### config.mk
export PLATFORM = sky130hd
export DESIGN_NAME = bpm_dist
export DESIGN_NICKNAME = d
export VERILOG_FILES = /design/src/bpm_pkg.sv /design/src/bpm_dist.sv
export SDC_FILE = /design/constraint.sdc
export NUM_CORES = 2
export LEC_CHECK = 0
export BUFFER_PORTS_ARGS = -buffer_cell sky130_fd_sc_hd__buf_2
export CORE_ASPECT_RATIO = 0.9
export CORE_MARGIN = 4
export CORE_UTILIZATION = 65
export CTS_CLUSTER_SIZE = 25
export DETAILED_ROUTE_END_ITERATION = 10
export PLACE_DENSITY = 0.85
export SYNTH_ARGS = -nofsm -noshare
export SYNTH_HDL_FRONTEND = slang
export SYNTH_SLANG_ARGS = --single-unit
export TNS_END_PERCENT = 1
### constraint.sdc
create_clock -name clk -period 7.4 [get_ports clk]
set_input_delay 0.74 -clock clk [delete_from_list [all_inputs] [get_ports clk]]
set_output_delay 0.74 -clock clk [all_outputs]
set_load 0.1 [all_outputs]
### src/bpm_pkg.sv
// ----------------------------------------------------------------------------
// bpm_pkg
// Shared types, codes and helpers for the block average palette match.
// ----------------------------------------------------------------------------
package bpm_pkg;

  localparam int MAX_TILES_DEF = 256;

  localparam int SUM_W   = 20;
  localparam int PIX_W   = 8;
  localparam int ENTRY_W = 3 * SUM_W;
  localparam int SQ_W    = 2 * SUM_W;
  localparam int DIST_W  = SQ_W + 2;
  localparam int IDX_W   = 8;

  typedef enum logic [1:0] {
    MODE_TILE  = 2'd0,
    MODE_BLOCK = 2'd1,
    MODE_CLEAR = 2'd2,
    MODE_NONE  = 2'd3
  } mode_t;

  typedef enum logic [1:0] {
    STATUS_MATCH  = 2'd0,
    STATUS_EMPTY  = 2'd1,
    STATUS_STORED = 2'd2,
    STATUS_FULL   = 2'd3
  } status_t;

  typedef enum logic [1:0] {
    ST_IDLE,
    ST_ISSUE,
    ST_DRAIN
  } state_t;

  typedef struct packed {
    logic start;
    logic issue;
  } ctl_t;

  function automatic logic [SUM_W-1:0] sat_add(input logic [SUM_W-1:0] acc,
                                                input logic [PIX_W-1:0] px);
    logic [SUM_W:0] s;
    s = {1'b0, acc} + {{(SUM_W + 1 - PIX_W){1'b0}}, px};
    return s[SUM_W] ? {SUM_W{1'b1}} : s[SUM_W-1:0];
  endfunction

endpackage

### src/bpm_dist.sv
// ----------------------------------------------------------------------------
// bpm_dist
// Distance pipeline: absolute differences, squares, sum, running minimum.
// ----------------------------------------------------------------------------
module bpm_dist #(
  parameter int AW = 8
) (
  input  logic                         clk,
  input  logic                         rst,
  input  bpm_pkg::ctl_t                ctl,
  input  logic [AW-1:0]                index,
  input  logic [bpm_pkg::ENTRY_W-1:0]  entry,
  input  logic [bpm_pkg::SUM_W-1:0]    q_blue,
  input  logic [bpm_pkg::SUM_W-1:0]    q_green,
  input  logic [bpm_pkg::SUM_W-1:0]    q_red,
  output logic                         busy,
  output logic [AW-1:0]                best_index
);

  localparam int SW = bpm_pkg::SUM_W;

  logic                         v0, v1, v2, v3;
  logic [AW-1:0]                i0, i1, i2, i3;
  logic [SW-1:0]                d_b, d_g, d_r;
  logic [bpm_pkg::SQ_W-1:0]     sq_b, sq_g, sq_r;
  logic [bpm_pkg::DIST_W-1:0]   sq_total;
  logic                         best_set;
  logic [bpm_pkg::DIST_W-1:0]   best_dist;
  logic [SW-1:0]                e_b, e_g, e_r;

  assign e_b = entry[3*SW-1:2*SW];
  assign e_g = entry[2*SW-1:SW];
  assign e_r = entry[SW-1:0];

  always_ff @(posedge clk) begin
    if (rst) begin
      v0 <= 1'b0;
      v1 <= 1'b0;
      v2 <= 1'b0;
      v3 <= 1'b0;
      best_set <= 1'b0;
    end else begin
      v0 <= ctl.issue;
      v1 <= v0;
      v2 <= v1;
      v3 <= v2;
      if (ctl.start) begin
        best_set <= 1'b0;
      end else if (v3 && (!best_set || sq_total < best_dist)) begin
        best_set <= 1'b1;
      end
    end
  end

  always_ff @(posedge clk) begin
    i0 <= index;
    i1 <= i0;
    i2 <= i1;
    i3 <= i2;
    d_b <= (q_blue  > e_b) ? q_blue  - e_b : e_b - q_blue;
    d_g <= (q_green > e_g) ? q_green - e_g : e_g - q_green;
    d_r <= (q_red   > e_r) ? q_red   - e_r : e_r - q_red;
    sq_b <= bpm_pkg::SQ_W'(d_b) * bpm_pkg::SQ_W'(d_b);
    sq_g <= bpm_pkg::SQ_W'(d_g) * bpm_pkg::SQ_W'(d_g);
    sq_r <= bpm_pkg::SQ_W'(d_r) * bpm_pkg::SQ_W'(d_r);
    sq_total <= bpm_pkg::DIST_W'(sq_b) + bpm_pkg::DIST_W'(sq_g) + bpm_pkg::DIST_W'(sq_r);
    if (!ctl.start && v3 && (!best_set || sq_total < best_dist)) begin
      best_dist  <= sq_total;
      best_index <= i3;
    end
  end

  assign busy = v0 | v1 | v2 | v3;

endmodule

Word-level counts from Yosys, hierarchy flattened
Cells that the tools add are included.
{ "totals": {"reg_bits": 309, "input_bits": 132, "out_inout_bits": 9} }
{ "classes": {"n_addsub": 8, "mul": 3, "n_lt_le_gt_ge": 4, "n_mux": 3, "n_bitwise": 3, "reduce_logical": 7} }
{ "ops": {"columns": ["cell", "count"], "rows": [
  ["$mul A20 B20 Y40", 3],
  ["$sub A20 B20 Y20", 6],
  ["$gt A20 B20 Y1", 3],
  ["$mux W20", 3],
  ["$add A41 B40 Y42", 1],
  ["$lt A42 B42 Y1", 1],
  ["$add A40 B40 Y41", 1],
  ["$logic_and A1 B1 Y1", 3],
  ["$or A1 B1 Y1", 3],
  ["$logic_not A1 Y1", 2],
  ["$reduce_or A2 Y1", 1],
  ["$logic_or A1 B1 Y1", 1]
]} }

Depth between registers and ports, before layout
{ "depth": {"depth_word": 3, "ltp_mapped": 28} }

Worst setup path after synthesis
OpenSTA, ideal clock, no wires.
{ "synth_path": {"kind": "register -> register", "start": "register d_r[15]", "end": "register sq_r[37] in the netlist's numbering", "arrival_time_ns": 6.635, "required_ns": 7.328, "slack_ns": 0.693, "path_stages_with_launch": 27, "path_buffers": 3, "synth_period_minus_slack_ns": 6.707, "cell_sequence": "dfxtp_1 > clkbuf_1 > clkbuf_1 > nand2_1 > fa_1 > inv_1 > fa_1 > inv_1 > fa_1 > inv_1 > fa_1 > fa_1 > fa_1 > inv_1 > fa_1 > inv_1 > ha_1 > clkbuf_1 > a21oi_1 > o211ai_1 > a311oi_1 > o31ai_2 > a311oi_2 > o41ai_2 > a21o_1 > a21oi_2 > xnor2_1"} }
{ "synth_via": {"elab_chain_len": 1} }
{ "synth_lines": {"columns": ["element", "line_no", "rtl"], "rows": [
  ["start: declaration", "bpm_dist.sv:24", "logic [SW-1:0] d_b, d_g, d_r;"],
  ["start signal: assignment", "bpm_dist.sv:62", "d_r <= (q_red > e_r) ? q_red - e_r : e_r - q_red;"],
  ["$mul A20 B20 Y40", "bpm_dist.sv:65", "sq_r <= bpm_pkg::SQ_W'(d_r) * bpm_pkg::SQ_W'(d_r);"],
  ["end signal: assignment", "bpm_dist.sv:65", null],
  ["end: declaration", "bpm_dist.sv:25", "logic [bpm_pkg::SQ_W-1:0] sq_b, sq_g, sq_r;"]
]} }
No other way between the ends.
A chain may end at the register's enable or synchronous reset.

Worst setup path in the final report
{ "layout_path": {"start": "register d_r[2]", "end": "register sq_r[37] in the netlist's numbering"} }
Same word-level chain as after synthesis.

==> results.py <==
metrics = {
    "status": {
        "outcome": "complete, no violations",
    },
    "cts": {
        "clock_latency_ns": 0.57,
        "cts-htree-levels": 2,
        "cts_resized": 0,
        "cts-buffers-inserted": 35,
        "clock-root-buffer": "clkbuf_16",
        "cts_hold_repair.buffers": 0,
        "cts_tree": "done",
        "cts.sinks": 306,
        "clk_pin_slew_ns": 0.06,
        "postCtsSetupBuffers": 0,
        "cts_buffer_depth": 3,
    },
    "placed_design": {
        "dpl.hpwl_um": 96700,
        "port_buffers": 140,
        "gp_congestion": 0.947,
    },
    "die": {
        "start_util_pct": 65.6,
        "ios": 141,
        "die_w_um": 303,
        "die_height_um": 274,
        "die-area_mm2": 0.0830,
        "fp-row-count": 97,
        "coreArea_mm2": 0.0778,
    },
    "setup_path": {
        "arrival_ns": 7.56,
        "path_cells": "nand2_1 > inv_1 > fa_1 > ha_1 > a21o_1 > fa_1 > fa_1 > inv_1 > fa_1 > inv_1 > fa_1 > fa_1 > ha_1 > a211oi_1 > o211ai_1 > a311oi_1 > o31ai_2 > a311oi_2 > o41ai_2 > a21o_1 > a21oi_2 > xnor2_1",
        "critical_path_class": "reg -> reg",
        "rrSetupSlack_ns": 0.33,
        "rr_worst_depth": 22,
        "r2r_end": "sq_r[37]",
        "slowest_delay_ns": 0.76,
        "cp_data_required_time_ns": 7.89,
        "cp_top_family": "adder cells",
        "cp_max_fo": 15,
        "crit_buf_inv": 3,
        "end_kind": "register",
        "r2r-start": "d_r[2]",
        "cp_common_cell": "fa_1",
        "crit_path_top_delay_cell": "dfxtp_1",
        "worst_setup_path_start_kind": "register",
    },
    "detailed_routing": {
        "drc": 0,
        "dr_total_vias": 37100,
        "wirelength_um": 114000,
        "vias_per_cell": 5.65,
        "first_pass_iters": 5,
        "routedWlPerCell_um": 17.4,
        "drt_iter0_markers": 2968,
        "ant_nets": 0,
    },
    "global_routing": {
        "grt_max_degree": 44,
        "grt_pass1_wl_um": 192000,
        "grt.overflow.total": 0,
        "globalRouteTotalUtil_pct": 28.5,
        "grt_antenna_before_repair": 2,
        "grt_pass1_vias": 39700,
    },
    "sta": {
        "fin_crit_sh_pct": 95.5,
        "final_hold_viol_count": 0,
        "min_period_ns": 7.07,
        "tightest_slew_ns": 0.824,
        "max_clock_freq_ghz": 0.141,
        "finalSetupViolCount": 0,
        "slew_headroom_pct": 44.3,
        "report.final.slew_viol_count": 0,
        "tns_ns": 0,
        "rsz0062_at_grt": "no",
        "fin_skew_ns": 0.0203,
    },
    "min_path": {
        "min_to": "i0[1]",
        "min_from": "index[1]",
        "holdPathStages": 1,
        "min_path_type": "in -> reg",
    },
    "cells_and_area": {
        "layout_common_cells": "inv_1, fa_1, ha_1",
        "layout-drive-gt1-share_pct": 6.59,
        "layout.cells.most_common": "inv_1",
        "fin_nets": 7168,
        "area_growth_pct": 5.89,
        "num-fill-cells": 5658,
    },
    "logic_synthesis": {
        "synth-edff-count": 50,
        "async_flop_share_pct": 0,
        "synth_ff_type": "dfxtp_1",
        "synth.distinct_cells": 92,
        "synth_area_mm2": 0.0510,
        "syn_area_per_cell_um2": 9.40,
        "ys_seq_elements": 306,
        "syn_inst": 5427,
        "ys_seq_area_share_pct": 13.0,
        "yosysWarnings": 0,
    },
    "flow_run": {
        "cap_viol_max_count": 0,
    },
}
[cells in the mapped netlist, drive strengths merged (21+ instances only)]
master,number,area share [%]
and2,212,2.6
inv,1225,9.0
edfxtp,50,2.9
o211ai,22,0.32
xor2,100,1.7
a21o,147,2.2
a21oi,253,2.5
nand3,35,0.34
dfxtp,256,10
nand2b,27,0.33
o21bai,40,0.61
mux2i,26,0.51
fa,880,35
nor3,35,0.37
and3,21,0.26
ha,657,16
xnor2,155,2.7
a211oi,26,0.45
buf,30,0.34
nand2,463,3.4
clkbuf,151,1.1
nor2,146,1.1
nor2b,52,0.64
o21a,36,0.53
o21ai,141,1.4
a31oi,22,0.28
nand4,48,0.61
[how the worst max path moves through the flow]
stage                        from       end  slack [ns]  cells past startpoint
final                      d_r[2]  sq_r[37]        0.33                     22
after global routing       d_g[9]  sq_g[39]        0.02                     21
after CTS                  d_r[6]  sq_r[37]        0.25                     23
after detailed placement   d_r[6]  sq_r[37]        0.25                     23
after global placement     d_r[4]  sq_r[37]        0.43                     21
after floorplan           d_r[15]  sq_r[37]        0.69                     26
[logic make-up after synthesis]
family	after synthesis	synth area share, %
mux	31	0.621
buf+inv	1406	10.5
flops	306	13.0
simple gates	1101	10.6
other cells	1	0.00735
compound gates	789	10.3
xor+xnor	255	4.38
fa+ha+maj	1538	50.7
[registers in the layout, summed over array words and instances, names as in the netlist]
| register | flops |
|---|---|
| sq_total | 42 |
| best_index | 8 |
| sq_r | 39 |
| i2 | 8 |
| sq_b | 39 |
| best_set | 1 |
| d_b | 20 |
| i0 | 8 |
| i1 | 8 |
| i3 | 8 |
| sq_g | 39 |
| v2 | 1 |
| v0 | 1 |
| v3 | 1 |
| d_g | 20 |
| best_dist | 42 |
| v1 | 1 |
| d_r | 20 |
[worst reg2reg max path: stages, from the launching register on]
cell	delay, ns
dfxtp_1	0.76
nand2_1	0.21
inv_1	0.12
fa_1	0.46
ha_1	0.31
a21o_1	0.19
fa_1	0.44
fa_1	0.54
inv_1	0.06
fa_1	0.54
inv_1	0.05
fa_1	0.45
fa_1	0.49
ha_1	0.38
a211oi_1	0.36
o211ai_1	0.18
a311oi_1	0.34
o31ai_2	0.16
a311oi_2	0.35
o41ai_2	0.16
a21o_1	0.20
a21oi_2	0.14
xnor2_1	0.12
[layout make-up]
type | instances | area (µm²) | share of cell area (%)
antenna | 3 | 7.51 | 0.0139
clock inverter | 18 | 201 | 0.373
tap | 1039 | 1300 | 2.41
sequential | 306 | 6640 | 12.3
multi-input combinational | 3717 | 39100 | 72.3
timing repair buffer | 214 | 1260 | 2.33
inverter | 1225 | 4600 | 8.52
clock buffer | 46 | 947 | 1.75
[metal layers]
metal	track usage (%)	wire, µm	vias to the layer above
li1	-	-	17100
met1	38.6	47100	18400
met2	47.7	55300	1298
met3	4.83	8730	275
met4	7.92	3290	0
met5	0	0	-
[per-stage QoR]
step                std cells  utilization, %  area [µm²]  hold WS [ns]  setup slack, ns
global placement         6501            67.9       52800         0.312            0.426
CTS                      6565            69.4       54000         0.245            0.252
finish                   6568            69.4       54000         0.269            0.330
floorplan                5429               -       51000         0.310            0.693
global route             6565            69.4       54000         0.254           0.0202
detailed placement       6501            67.9       52800         0.314            0.246
Power is left out: the tool's default activity adds up to more than one toggle a clock period on the data nets, which glitch-free logic cannot reach.
